[src/stf_pkg.sv]
// Shared types, codes and helpers for the servo tape feeder sequencer.
// No dependencies; every other file of the block uses this package.
package stf_pkg;

  // Action codes of a request
  localparam logic [2:0] ACT_TICK      = 3'd0;
  localparam logic [2:0] ACT_ADVANCE   = 3'd1;
  localparam logic [2:0] ACT_POST_PICK = 3'd2;
  localparam logic [2:0] ACT_DISABLE   = 3'd3;
  localparam logic [2:0] ACT_GO_ANGLE  = 3'd4;

  // Servo positions
  localparam logic [1:0] POS_RETRACT = 2'd0;
  localparam logic [1:0] POS_HALF    = 2'd1;
  localparam logic [1:0] POS_FULL    = 2'd2;
  localparam logic [1:0] POS_NONE    = 2'd3;

  // Motion phases
  localparam logic [1:0] PH_MOVING    = 2'd0;
  localparam logic [1:0] PH_COMPLETED = 2'd1;
  localparam logic [1:0] PH_IDLE      = 2'd2;

  // Fault status codes
  localparam logic [1:0] FLT_NO_LINE = 2'd0;
  localparam logic [1:0] FLT_OK      = 2'd1;
  localparam logic [1:0] FLT_IGNORED = 2'd2;
  localparam logic [1:0] FLT_ERROR   = 2'd3;

  // Configuration register indexes
  localparam logic [2:0] REG_FULL_ANGLE    = 3'd0;
  localparam logic [2:0] REG_HALF_ANGLE    = 3'd1;
  localparam logic [2:0] REG_RETRACT_ANGLE = 3'd2;
  localparam logic [2:0] REG_SETTLE_MS     = 3'd3;
  localparam logic [2:0] REG_IGNORE_SW_ERR = 3'd4;
  localparam logic [2:0] REG_HAS_SWITCH    = 3'd5;
  localparam logic [2:0] REG_UNIT_LENGTH   = 3'd6;

  localparam int CFG_DATA_W = 16;
  localparam logic [15:0] SETTLE_MAX = 16'hFFFF;

  typedef struct packed {
    logic [2:0] action;
    logic [7:0] request_length;
    logic       override_fault;
    logic       switch_open;
    logic [7:0] direct_angle;
  } in_item_t;

  typedef struct packed {
    logic       servo_write;
    logic [7:0] servo_angle;
    logic       advance_accepted;
    logic       cycle_done;
    logic [1:0] fault_status;
  } out_item_t;

  typedef struct packed {
    logic [7:0]  full_angle;
    logic [7:0]  half_angle;
    logic [7:0]  retract_angle_deg;
    logic [15:0] settle_ms;
    logic        ignore_switch_error;
    logic        has_switch;
    logic [7:0]  unit_length;
  } cfg_t;

  typedef struct packed {
    logic [1:0]  position;
    logic [1:0]  seen_position;
    logic [7:0]  remaining_length;
    logic [1:0]  motion_phase;
    logic [15:0] settle_elapsed;
  } state_t;

  function automatic logic [7:0] angle_of(logic [1:0] pos, cfg_t cfg);
    logic [7:0] a;
    if (pos == POS_FULL) begin
      a = cfg.full_angle;
    end else if (pos == POS_HALF) begin
      a = cfg.half_angle;
    end else begin
      a = cfg.retract_angle_deg;
    end
    return a;
  endfunction

  function automatic logic [1:0] fault_of(logic sw_open, cfg_t cfg);
    logic [1:0] f;
    if (!cfg.has_switch) begin
      f = FLT_NO_LINE;
    end else if (!sw_open) begin
      f = FLT_OK;
    end else if (cfg.ignore_switch_error) begin
      f = FLT_IGNORED;
    end else begin
      f = FLT_ERROR;
    end
    return f;
  endfunction

endpackage

[src/stf_cfg_regs.sv]
// Configuration register file of the servo tape feeder sequencer.
// Depends on stf_pkg for the register indexes and the cfg_t layout.
module stf_cfg_regs (
  input  logic                            clk,
  input  logic                            rst_n,
  input  logic                            cfg_we,
  input  logic [2:0]                      cfg_index,
  input  logic [stf_pkg::CFG_DATA_W-1:0]  cfg_wdata,
  output stf_pkg::cfg_t                   cfg
);

  stf_pkg::cfg_t cfg_r;
  stf_pkg::cfg_t cfg_nxt;

  always_comb begin
    cfg_nxt = cfg_r;
    if (cfg_we) begin
      unique case (cfg_index)
        stf_pkg::REG_FULL_ANGLE:    cfg_nxt.full_angle          = cfg_wdata[7:0];
        stf_pkg::REG_HALF_ANGLE:    cfg_nxt.half_angle          = cfg_wdata[7:0];
        stf_pkg::REG_RETRACT_ANGLE: cfg_nxt.retract_angle_deg   = cfg_wdata[7:0];
        stf_pkg::REG_SETTLE_MS:     cfg_nxt.settle_ms           = cfg_wdata[15:0];
        stf_pkg::REG_IGNORE_SW_ERR: cfg_nxt.ignore_switch_error = cfg_wdata[0];
        stf_pkg::REG_HAS_SWITCH:    cfg_nxt.has_switch          = cfg_wdata[0];
        stf_pkg::REG_UNIT_LENGTH:   cfg_nxt.unit_length         = cfg_wdata[7:0];
        default: ;
      endcase
    end
  end

  always_ff @(posedge clk) begin
    if (!rst_n) begin
      cfg_r.full_angle          <= 8'd90;
      cfg_r.half_angle          <= 8'd60;
      cfg_r.retract_angle_deg   <= 8'd0;
      cfg_r.settle_ms           <= 16'd240;
      cfg_r.ignore_switch_error <= 1'b0;
      cfg_r.has_switch          <= 1'b1;
      cfg_r.unit_length         <= 8'd4;
    end else begin
      cfg_r <= cfg_nxt;
    end
  end

  assign cfg = cfg_r;

endmodule

[src/stf_step.sv]
// Combinational step logic: one request against the current feeder state.
// Depends on stf_pkg for codes, structs and the angle and fault helpers.
module stf_step (
  input  stf_pkg::cfg_t     cfg,
  input  stf_pkg::state_t   state,
  input  stf_pkg::in_item_t item,
  output stf_pkg::state_t   state_nxt,
  output stf_pkg::out_item_t result
);

  logic [1:0] fault;
  logic [7:0] half_len;
  logic       settled;

  assign fault    = stf_pkg::fault_of(item.switch_open, cfg);
  assign half_len = {1'b0, cfg.unit_length[7:1]};

  always_comb begin
    state_nxt               = state;
    result.servo_write      = 1'b0;
    result.servo_angle      = 8'd0;
    result.advance_accepted = 1'b0;
    result.cycle_done       = 1'b0;
    result.fault_status     = fault;
    settled                 = 1'b0;

    case (item.action)
      stf_pkg::ACT_TICK: begin
        // Restart the settle timer on a newly noticed position, else count up
        if (state.seen_position != state.position) begin
          state_nxt.seen_position  = state.position;
          state_nxt.settle_elapsed = 16'd0;
        end else if (state.settle_elapsed != stf_pkg::SETTLE_MAX) begin
          state_nxt.settle_elapsed = state.settle_elapsed + 16'd1;
        end
        settled = (state_nxt.settle_elapsed >= cfg.settle_ms);
        if (settled) begin
          if (state.motion_phase == stf_pkg::PH_COMPLETED) begin
            state_nxt.motion_phase = stf_pkg::PH_IDLE;
            result.cycle_done      = 1'b1;
          end
          if (state.remaining_length != 8'd0) begin
            case (state.position)
              stf_pkg::POS_RETRACT: begin
                if (state.remaining_length >= cfg.unit_length) begin
                  state_nxt.position         = stf_pkg::POS_FULL;
                  state_nxt.motion_phase     = stf_pkg::PH_MOVING;
                  state_nxt.remaining_length = state.remaining_length - cfg.unit_length;
                  result.servo_write         = 1'b1;
                  result.servo_angle         = cfg.full_angle;
                end else if (state.remaining_length >= half_len) begin
                  state_nxt.position         = stf_pkg::POS_HALF;
                  state_nxt.motion_phase     = stf_pkg::PH_MOVING;
                  state_nxt.remaining_length = state.remaining_length - half_len;
                  result.servo_write         = 1'b1;
                  result.servo_angle         = cfg.half_angle;
                end
              end
              stf_pkg::POS_HALF: begin
                if (state.remaining_length >= half_len) begin
                  state_nxt.position         = stf_pkg::POS_FULL;
                  state_nxt.motion_phase     = stf_pkg::PH_MOVING;
                  state_nxt.remaining_length = state.remaining_length - half_len;
                  result.servo_write         = 1'b1;
                  result.servo_angle         = cfg.full_angle;
                end
              end
              stf_pkg::POS_FULL: begin
                state_nxt.position     = stf_pkg::POS_RETRACT;
                state_nxt.motion_phase = stf_pkg::PH_MOVING;
                result.servo_write     = 1'b1;
                result.servo_angle     = cfg.retract_angle_deg;
              end
              default: ;
            endcase
            if (state_nxt.remaining_length == 8'd0) begin
              state_nxt.motion_phase = stf_pkg::PH_COMPLETED;
            end
          end
        end
      end
      stf_pkg::ACT_ADVANCE: begin
        if (!(fault == stf_pkg::FLT_ERROR && !item.override_fault)) begin
          result.advance_accepted = 1'b1;
          // A nonzero request while busy is dropped; anything else loads
          if (!(item.request_length != 8'd0 && state.remaining_length != 8'd0)) begin
            state_nxt.remaining_length = item.request_length;
          end
        end
      end
      stf_pkg::ACT_POST_PICK: begin
        if (state.position == stf_pkg::POS_FULL) begin
          state_nxt.position     = stf_pkg::POS_RETRACT;
          state_nxt.motion_phase = stf_pkg::PH_MOVING;
          result.servo_write     = 1'b1;
          result.servo_angle     = stf_pkg::angle_of(stf_pkg::POS_RETRACT, cfg);
        end
      end
      stf_pkg::ACT_DISABLE: begin
        if (state.position == stf_pkg::POS_HALF) begin
          state_nxt.position     = stf_pkg::POS_FULL;
          state_nxt.motion_phase = stf_pkg::PH_MOVING;
          result.servo_write     = 1'b1;
          result.servo_angle     = stf_pkg::angle_of(stf_pkg::POS_FULL, cfg);
        end
      end
      stf_pkg::ACT_GO_ANGLE: begin
        result.servo_write = 1'b1;
        result.servo_angle = item.direct_angle;
      end
      default: ;
    endcase
  end

endmodule

[src/servo_tape_feeder_sequencer.sv]
// Top level of the servo tape feeder sequencer.
// Depends on stf_pkg, stf_cfg_regs and stf_step.
//
// Usage:
//   Requests enter on in_valid/in_ready with an in_item_t payload: a
//   millisecond tick, an advance, a post-pick retract, a disable or a direct
//   angle command. Every request yields exactly one result on
//   out_valid/out_ready (servo command, advance acceptance, cycle done flag
//   and switch fault status).
//   An accepted request is held in the input register, then evaluated
//   against the feeder state and stored in the result register, which
//   drives out_data. Throughput: one request per cycle while out_ready
//   holds, as the feeder state updates together with the result register.
//   Stall: when the result register is full and out_ready is low, hold the
//   request in the input register and drop in_ready; both registers fill and
//   the block waits without losing or repeating anything.
//   Reset (rst_n low, synchronous): clear both valid flags, load the default
//   configuration, park the servo at retract with nothing to feed and no
//   position seen yet.
//   Configuration: cfg_we writes cfg_wdata into the register at cfg_index on
//   the same edge; write only while no request is in flight.
module servo_tape_feeder_sequencer (
  input  logic                            clk,
  input  logic                            rst_n,
  input  logic                            in_valid,
  output logic                            in_ready,
  input  stf_pkg::in_item_t               in_data,
  output logic                            out_valid,
  input  logic                            out_ready,
  output stf_pkg::out_item_t              out_data,
  input  logic                            cfg_we,
  input  logic [2:0]                      cfg_index,
  input  logic [stf_pkg::CFG_DATA_W-1:0]  cfg_wdata
);

  stf_pkg::cfg_t      cfg;
  stf_pkg::in_item_t  item_r;
  logic               item_vld_r;
  stf_pkg::state_t    state_r;
  stf_pkg::state_t    state_nxt;
  stf_pkg::out_item_t result_nxt;
  stf_pkg::out_item_t out_r;
  logic               out_vld_r;
  logic               fire;

  stf_cfg_regs u_cfg (
    .clk       (clk),
    .rst_n     (rst_n),
    .cfg_we    (cfg_we),
    .cfg_index (cfg_index),
    .cfg_wdata (cfg_wdata),
    .cfg       (cfg)
  );

  stf_step u_step (
    .cfg       (cfg),
    .state     (state_r),
    .item      (item_r),
    .state_nxt (state_nxt),
    .result    (result_nxt)
  );

  // The held request moves on whenever the result register is free or draining
  assign fire     = item_vld_r && (!out_vld_r || out_ready);
  assign in_ready = !item_vld_r || fire;

  // Input register: control under reset, payload loaded on accept only
  always_ff @(posedge clk) begin
    if (!rst_n) begin
      item_vld_r <= 1'b0;
    end else if (in_ready) begin
      item_vld_r <= in_valid;
    end
  end

  always_ff @(posedge clk) begin
    if (in_valid && in_ready) begin
      item_r <= in_data;
    end
  end

  // Feeder state advances once per evaluated request
  always_ff @(posedge clk) begin
    if (!rst_n) begin
      state_r.position         <= stf_pkg::POS_RETRACT;
      state_r.seen_position    <= stf_pkg::POS_NONE;
      state_r.remaining_length <= 8'd0;
      state_r.motion_phase     <= stf_pkg::PH_MOVING;
      state_r.settle_elapsed   <= 16'd0;
    end else if (fire) begin
      state_r <= state_nxt;
    end
  end

  // Result register
  always_ff @(posedge clk) begin
    if (!rst_n) begin
      out_vld_r <= 1'b0;
    end else if (fire) begin
      out_vld_r <= 1'b1;
    end else if (out_ready) begin
      out_vld_r <= 1'b0;
    end
  end

  always_ff @(posedge clk) begin
    if (fire) begin
      out_r <= result_nxt;
    end
  end

  assign out_valid = out_vld_r;
  assign out_data  = out_r;

endmodule

[config.mk]
export PLATFORM = sky130hd
export DESIGN_NAME = servo_tape_feeder_sequencer
export DESIGN_NICKNAME = d
export VERILOG_FILES = /design/src/stf_pkg.sv /design/src/stf_cfg_regs.sv /design/src/stf_step.sv /design/src/servo_tape_feeder_sequencer.sv
export SDC_FILE = /design/constraint.sdc
export NUM_CORES = 1
export LEC_CHECK = 0
export ABC_AREA = 1
export CORE_ASPECT_RATIO = 2
export CORE_MARGIN = 10
export CORE_UTILIZATION = 40
export DETAILED_ROUTE_END_ITERATION = 10
export DONT_BUFFER_PORTS = 1
export RECOVER_POWER = 25
export SLEW_MARGIN = 10
export SYNTH_ARGS = -nofsm -noshare
export SYNTH_HDL_FRONTEND = slang
export SYNTH_SLANG_ARGS = --single-unit
export TNS_END_PERCENT = 30
[constraint.sdc]
create_clock -name clk -period 4.4 [get_ports clk]
set_clock_uncertainty 0.15 [all_clocks]
set_input_delay 0.88 -clock clk [delete_from_list [all_inputs] [get_ports clk]]
set_output_delay 0.88 -clock clk [all_outputs]
set_load 0.02 [all_outputs]
==> impl_results.md, run 1 <==
* CP endpoint kind: register
* Required time of the critical path at around 4.6 ns
* Final Hold Slack at 0.310 ns
* Skew-Pair Late Insertion Delay at 0.42 ns
* Initial antenna violation count at 0
* Synth cell types at 45
* Outcome: finished, final reports clean
* Most common cell after layout, fill and taps aside: nand2_1
* Grt met1 use at 0.152
* Setup tns final at 0 ns
* WL final at 20900 µm
* Syn-to-layout area delta at 11.6%
* Global-route wire length before repair at 32600 µm
* Buffers on Ports at 0
* Vias in the first global route at 6200
* Register bit total from synthesis at 116
* Cts hold-fix bufs at 0
* Mapped Area at 6870 µm²
* Initial Utilization at 0.408
* Buf/Inv on CP at 5
* Post-CTS setup buffers at 0
* Max Slew Vio Count at 0
* WP data arrival at slightly above 4 ns
* Via density at 5.28
* Largest net degree at the start of global routing at 73
* Final antenna-violating net count at 0
* GPL Wtd Cong at 0.948
* Ys async rst share at 0
* # IOs at 60
* Post-synth top flop: dfxtp_1
* Avg Cell Area, Syn at 7.23 µm²
* Worst vdd ir at between 150 and 200 µV
* CP startpoint: state_r[0]$_SDFFE_PN0P_
* Worst R2R Start: state_r[0]$_SDFFE_PN0P_
* Post-synth EDFFs at 34
* Type of origin of the critical path: register
* Overflow after GRT at 0
* Die height at 205 µm
* Share of layout cells above drive strength 1 at 0.0748
* Dpl cell area at 7060 µm²
* Slew HR at 0.231
* Max cap viols at 0
* Most frequent cells in the layout: 206 x nand2_1, 141 x inv_1, 95 x nor2_1
* Post-synth net total at 1033
* Critical Path Fanout Max at 10
* Synth warn at 0
* Lkg Pwr at 3.51 nW
* GR Layer Usage met2 at 0.352
* Total CTS buffers at 17
* Crit path kind: register to register
* Global-route usage over all layers at 0.181
* GR peak layer: met2
* Pre-antenna DRT Iters at 7
* Met3 Use GR at 0.0335
* CP Cell Sequence: ha_1 > nand3_1 > inv_1 > nand3_2 > nor2_2 > nand2_1 > nor2_2 > inv_2 > o21ai_0 > ha_1 > inv_1 > a21oi_1 > o21ai_0 > nand2_1 > o211ai_1 > nand2_1 > nand4_1 > nand2_2 > inv_1 > nor2_1 > nor2_1 > o21ai_0 > inv_1
* Worst Hold Class: register to register
* Worst path max stage delay at 0.53 ns
* Seq/Total Area, Yosys at 0.388
* Chip Width at 113 µm
* Iteration-0 DRC Markers at 319
* Total Power at 3.02 mW
* Hpwl dp at about 17000 µm
* Worst-margin pin slew at 1.15 ns
* Final instance area at 7670 µm²
* Tmin final at 3.92 ns
* H-tree levels at 4
* Final hold violations at 0
* Maximum clock rate at 255 MHz
* CTS Sinks at 116
* Inserted Diodes at 0
* Slowest-stage cell, CP: o21ai_0
* Standard-cell row count at 67
* Final setup fails at 0
* R2R Setup Slk at 0.48 ns
* Clock slew at reported path FFs at 0.06 ns
* CTS tree: built
* Layout net count at about 1.0k
* Mapped Cells at 950
* WL per Instance at 17.9 µm
* Clk buf depth at 2
* Root Driver: clkbuf_16
* Core area at 16800 µm²
* CP top delay family: simple AND/OR/NAND/NOR gates
* Routed vias at about 6.2k
* Cell mode on critical path: inv_1
* RSZ-0062 raised after global routing: false
* PwrDens at 394 nW/µm²
* Die area at 23100 µm²
* Post-CTS Resized at 0
* Min-delay src: u_cfg.cfg[38]$_SDFFE_PN1P_
* # DRC at 0
* Tcrit/Tclk final at 0.892
## synthesized netlist by cell type (2+ instances only)
cell type | number | share of area
a221oi_1 | 2 | 0.0026
o21ai_0 | 82 | 0.060
ha_1 | 36 | 0.066
nor3_2 | 3 | 0.0044
nor2_2 | 7 | 0.0064
edfxtp_1 | 34 | 0.15
nand2_2 | 9 | 0.0082
inv_2 | 3 | 0.0016
a22oi_1 | 5 | 0.0055
inv_1 | 141 | 0.077
a21oi_2 | 4 | 0.0051
o2111ai_1 | 6 | 0.0077
nor2_1 | 96 | 0.052
clkbuf_1 | 15 | 0.0082
nor4_1 | 4 | 0.0036
nand4_1 | 4 | 0.0036
nand3_1 | 81 | 0.059
xnor2_1 | 3 | 0.0038
nand3_4 | 2 | 0.0051
nand2_1 | 206 | 0.11
nor2_4 | 2 | 0.0033
a21oi_1 | 62 | 0.045
buf_2 | 4 | 0.0029
or2_2 | 3 | 0.0027
fa_1 | 2 | 0.0058
nor3_1 | 8 | 0.0058
xor2_1 | 9 | 0.011
dfxtp_1 | 82 | 0.24
o211ai_1 | 9 | 0.0098
a31oi_1 | 3 | 0.0027
nand3_2 | 4 | 0.0058
nand3b_1 | 6 | 0.0066
## routing by layer
metal / vias to the layer above / routed length, µm
met5: - / 0
met4: 0 / 1510
met3: 76 / 676
met2: 156 / 11800
met1: 2815 / 6960
li1: 3127 / -
## logic make-up (layout without fill, tap and decap cells)
group / Yosys count / in the layout / share of synthesized area
and+or+nand+nor: 439 / 439 / 0.284
adders and majority gates: 38 / 38 / 0.0714
DFF: 116 / 116 / 0.388
AOI/OAI and AO/OA: 180 / 180 / 0.150
buffers and inverters: 165 / 178 / 0.0915
xor gates and xnor gates: 12 / 12 / 0.0153
## registers in the layout, summed over array words and instances, names as in the netlist
register,cells
out_valid,1
state_r,30
out_data,13
item_vld_r,1
item_r,21
u_cfg.cfg,50
## layout make-up
type	instances	area (µm²)
clock buffers	25	549
clock inverters	6	60.1
fillers	1731	9180
inverters	145	544
multi-input cells	669	3580
flip-flops and latches	116	2660
well taps	207	259
repair buffers	2	7.51
## report_power, final
part | switching (mW) | internal [mW] | leakage (nW) | total (mW)
clock | 0.497 | 0.918 | 0.301 | 1.42
combinational | 0.291 | 0.129 | 2.22 | 0.420
sequential | 0.0387 | 1.15 | 0.994 | 1.18
total | 0.827 | 2.19 | 3.51 | 3.02
## worst min-delay path: stages (launching register included)
cell,delay [ns]
dfxtp_1,0.33
nand2_1,0.05
nand3_1,0.05
## final timing paths
path,to,cells after the start
max,state_r[23]$_SDFFE_PN0P_,23
min,u_cfg.cfg[38]$_SDFFE_PN1P_,2
max reg2reg,state_r[23]$_SDFFE_PN0P_,23
min reg2reg,u_cfg.cfg[38]$_SDFFE_PN1P_,2
## through the flow
step                      cells  worst slack, ns  utilization
after global routing       1170           0.0465        0.455
final                      1170            0.475        0.455
after detailed placement   1139            0.519        0.419
after floorplan             950             1.24            -
after global placement     1139            0.574        0.419
after CTS                  1170            0.495        0.455
Power figures use the tool's default switching activity.
==> run 2: changes to the inputs <==
- SYNTH_HIERARCHICAL: not set -> 1
==> run 2 against run 1 <==
Effect of this change: hold slack worse by 0.0034 ns; sequential power about the same; largest power group unchanged; register-to-register slack gained 0.03 ns; combinational power grew 53%; synthesized area up 11%; worst setup slack gained 0.028 ns.
==> impl_results.md, run 2 <==
* Worst Hold Class: register to register (unchanged)
* WHS Path Cells at 2 (unchanged)
* R2R Setup Slk at 0.50 ns (was 0.48 ns)
* Post-synth net total at 1204 (was 1033)
* Chip Width at 118 µm (was 113 µm)
* Mapped Cells at 1125 (was 950)
* # DRC at 0 (unchanged)
* Global-route usage over all layers at 0.198 (was 0.181)
* Post-CTS setup buffers at 0 (unchanged)
* Max Slew Vio Count at 0 (unchanged)
* Standard-cell row count at 71 (was 67)
* # IOs at 60 (unchanged)
* PwrDens at 384 nW/µm² (was 394 nW/µm²)
* Vias in the first global route at 7247 (was 6200)
* Via density at 5.23 (was 5.28)
* Most common cell after layout, fill and taps aside: nand2_1 (unchanged)
* Most frequent cells in the layout: 264 x nand2_1, 175 x inv_1, 137 x nor2_1 (was 206 x nand2_1, 141 x inv_1, 95 x nor2_1)
* Lkg Pwr at 3.88 nW (was 3.51 nW)
* RSZ-0062 raised after global routing: false (unchanged)
* Buffers on Ports at 0 (unchanged)
* Avg Cell Area, Syn at 6.80 µm² (was 7.23 µm²)
* Area contributors post-synth: dfxtp_1 21%, edfxtp_1 13%, nand2_1 13% (was dfxtp_1 24%, edfxtp_1 15%, nand2_1 11%)
* Initial antenna violation count at 1 (was 0)
* Total Power at 3.21 mW (was 3.02 mW)
* Skew-Pair Late Insertion Delay at 0.43 ns (was 0.42 ns)
* Synth warn at 6 (was 0)
* WL per Instance at 18.1 µm (was 17.9 µm)
* Worst vdd ir at 379 µV (was 200 µV)
* Post-CTS Resized at 0 (unchanged)
* Final setup fails at 0 (unchanged)
* Root Driver: clkbuf_16 (unchanged)
* Initial Utilization at 0.406 (was 0.408)
* Crit path kind: register to register (unchanged)
* Worst R2R End: out_data[8]$_DFFE_PP_ (was state_r[23]$_SDFFE_PN0P_)
* CTS Sinks at 116 (unchanged)
* Largest net degree at the start of global routing at 82 (was 73)
* Buf/Inv on CP at 4 (was 5)
* Layout net count at 1191 (was 1034)
* Dpl cell area at 7800 µm² (was 7060 µm²)
* Mapped Area at 7650 µm² (was 6870 µm²)
* Share of layout cells above drive strength 1 at 0.0684 (was 0.0748)
* CTS tree: built (unchanged)
* Total CTS buffers at 17 (unchanged)
* Type of origin of the critical path: register (unchanged)
* Cts hold-fix bufs at 0 (unchanged)
* Tcrit/Tclk final at 0.886 (was 0.892)
* Clk buf depth at 2 (unchanged)
* Worst path max stage delay at 0.40 ns (was 0.53 ns)
* Most common cell in the netlist: nand2_1 (unchanged)
* Outcome: finished, final reports clean (unchanged)
* Die area at 25400 µm² (was 23100 µm²)
* Required time of the critical path at 4.51 ns (was 4.56 ns)
* Critical Path Fanout Max at 11 (was 10)
* Final hold violations at 0 (unchanged)
* Core area at 18800 µm² (was 16800 µm²)
* Iteration-0 DRC Markers at 442 (was 319)
* Hpwl dp at 19000 µm (was 16500 µm)
* GPL Wtd Cong at 0.961 (was 0.948)
* Pre-antenna DRT Iters at 5 (was 7)
* Worst R2R Start: state_r[0]$_SDFFE_PN0P_ (unchanged)
* Min-delay src: u_cfg/cfg[14]$_SDFFE_PN1P_ (was u_cfg.cfg[38]$_SDFFE_PN1P_)
* Slew HR at 0.291 (was 0.231)
* Post-synth top flop: dfxtp_1 (unchanged)
* CP top delay family: simple AND/OR/NAND/NOR gates (unchanged)
* Global-route wire length before repair at 39000 µm (was 32600 µm)
* Final instance area at 8360 µm² (was 7670 µm²)
* H-tree levels at 4 (unchanged)
* Maximum clock rate at 257 MHz (was 255 MHz)
* Max cap viols at 0 (unchanged)
* Final Hold Slack at 0.306 ns (was 0.310 ns)
* Synth top area share at 0.215 (was 0.239)
* Syn-to-layout area delta at 9.31% (was 11.6%)
* Overflow after GRT at 0 (unchanged)
* Post-synth top area cell: dfxtp_1 (unchanged)
* WP data arrival at 4.01 ns (was 4.09 ns)
* Hold Path End: u_cfg/cfg[14]$_SDFFE_PN1P_ (was u_cfg.cfg[38]$_SDFFE_PN1P_)
* Post-synth top cells: 264 x nand2_1, 175 x inv_1, 134 x nor2_1, 122 x nand3_1, 82 x dfxtp_1 (was 206 x nand2_1, 141 x inv_1, 96 x nor2_1, 82 x dfxtp_1, 82 x o21ai_0)
* Worst-case reg-to-reg path depth at 23 (unchanged)
* Tmin final at 3.90 ns (was 3.92 ns)
* Clock slew at reported path FFs at 0.06 ns (about the same)
* Final antenna-violating net count at 0 (unchanged)
* Setup tns final at 0 ns (unchanged)
* Synth cell types at 51 (was 45)
* Slowest-stage cell, CP: dfxtp_1 (was o21ai_0)
* Max reg flops at 50 (unchanged)
* Die height at 216 µm (was 205 µm)
* CP endpoint kind: register (unchanged)
* Post-synth EDFFs at 34 (unchanged)
* Routed vias at 7226 (was 6174)
* CP startpoint: state_r[0]$_SDFFE_PN0P_ (unchanged)
* Register bit total from synthesis at 116 (unchanged)
* Seq/Total Area, Yosys at 0.348 (was 0.388)
* CP Cell Sequence: nand3_1 > nor4_2 > nand3_1 > nor2_1 > nand2_1 > nor2_1 > xor2_1 > nand2_1 > nand2_1 > inv_1 > ha_1 > nand2_1 > inv_1 > nand3_1 > nor3_1 > nand3_1 > nand3_1 > nand2_1 > inv_1 > nand2_1 > inv_1 > nand3_1 > o211ai_1 (was ha_1 > nand3_1 > inv_1 > nand3_2 > nor2_2 > nand2_1 > nor2_2 > inv_2 > o21ai_0 > ha_1 > inv_1 > a21oi_1 > o21ai_0 > nand2_1 > o211ai_1 > nand2_1 > nand4_1 > nand2_2 > inv_1 > nor2_1 > nor2_1 > o21ai_0 > inv_1)
* Worst-margin pin slew at 1.06 ns (was 1.15 ns)
* WL final at 24900 µm (was 20900 µm)
* Ys async rst share at 0 (unchanged)
[run 2: worst max-delay path by stage]
stage                                to  slack, ns  cells after the start
6_report          out_data[8]$_DFFE_PP_       0.50                     23
5_1_grt        state_r[29]$_SDFFE_PN0P_       0.02                     28
4_1_cts           out_data[8]$_DFFE_PP_       0.53                     23
3_5_place_dp      out_data[8]$_DFFE_PP_       0.56                     23
3_3_place_gp   state_r[28]$_SDFFE_PN0P_       0.66                     26
2_1_floorplan  state_r[28]$_SDFFE_PN0P_       1.09                     27
[run 2: per-stage QoR]
stage | instances | setup WS (ns) | util
after floorplan | 1125 | 1.09 | -
after global placement | 1348 | 0.657 | 0.414
after detailed placement | 1348 | 0.556 | 0.414
after CTS | 1380 | 0.535 | 0.445
after global routing | 1381 | 0.0210 | 0.444
final | 1381 | 0.504 | 0.444
[run 2: routing by layer]
metal | track usage | part of all wire | vias up
li1 | - | - | 3618
met1 | 0.171 | 0.33 | 3342
met2 | 0.394 | 0.57 | 186
met3 | 0.0342 | 0.033 | 80
met4 | 0.138 | 0.060 | 0
met5 | 0 | 0 | -
[run 2: power by group]
group / internal (mW) / switching (mW) / total [mW]
Sequential: 1.16 / 0.0570 / 1.21
Clock: 0.820 / 0.533 / 1.35
Combinational: 0.206 / 0.436 / 0.641
Total: 2.18 / 1.03 / 3.21
[run 2: area by class of cell]
| type | count | area (µm²) |
|---|---|---|
| antenna | 1 | 2.50 |
| clock buffer | 20 | 459 |
| clock inverter | 12 | 118 |
| fill | 2039 | 10500 |
| inverter | 179 | 672 |
| multi-input combinational | 791 | 4080 |
| sequential | 116 | 2660 |
| tap | 255 | 319 |
| timing repair buffer | 7 | 48.8 |
[run 2: cells by family after synthesis]
family,synth area share
xor gates and xnor gates,0.0126
and+or+nand+nor,0.340
adders and majority gates,0.0576
buffers and inverters,0.116
DFF,0.348
AOI/OAI and AO/OA,0.126
[run 2: tightest hold or removal path: cells and delay by family (launching register included)]
family           cells  cell delay (ns)
and+or+nand+nor      2             0.10
DFF                  1             0.32
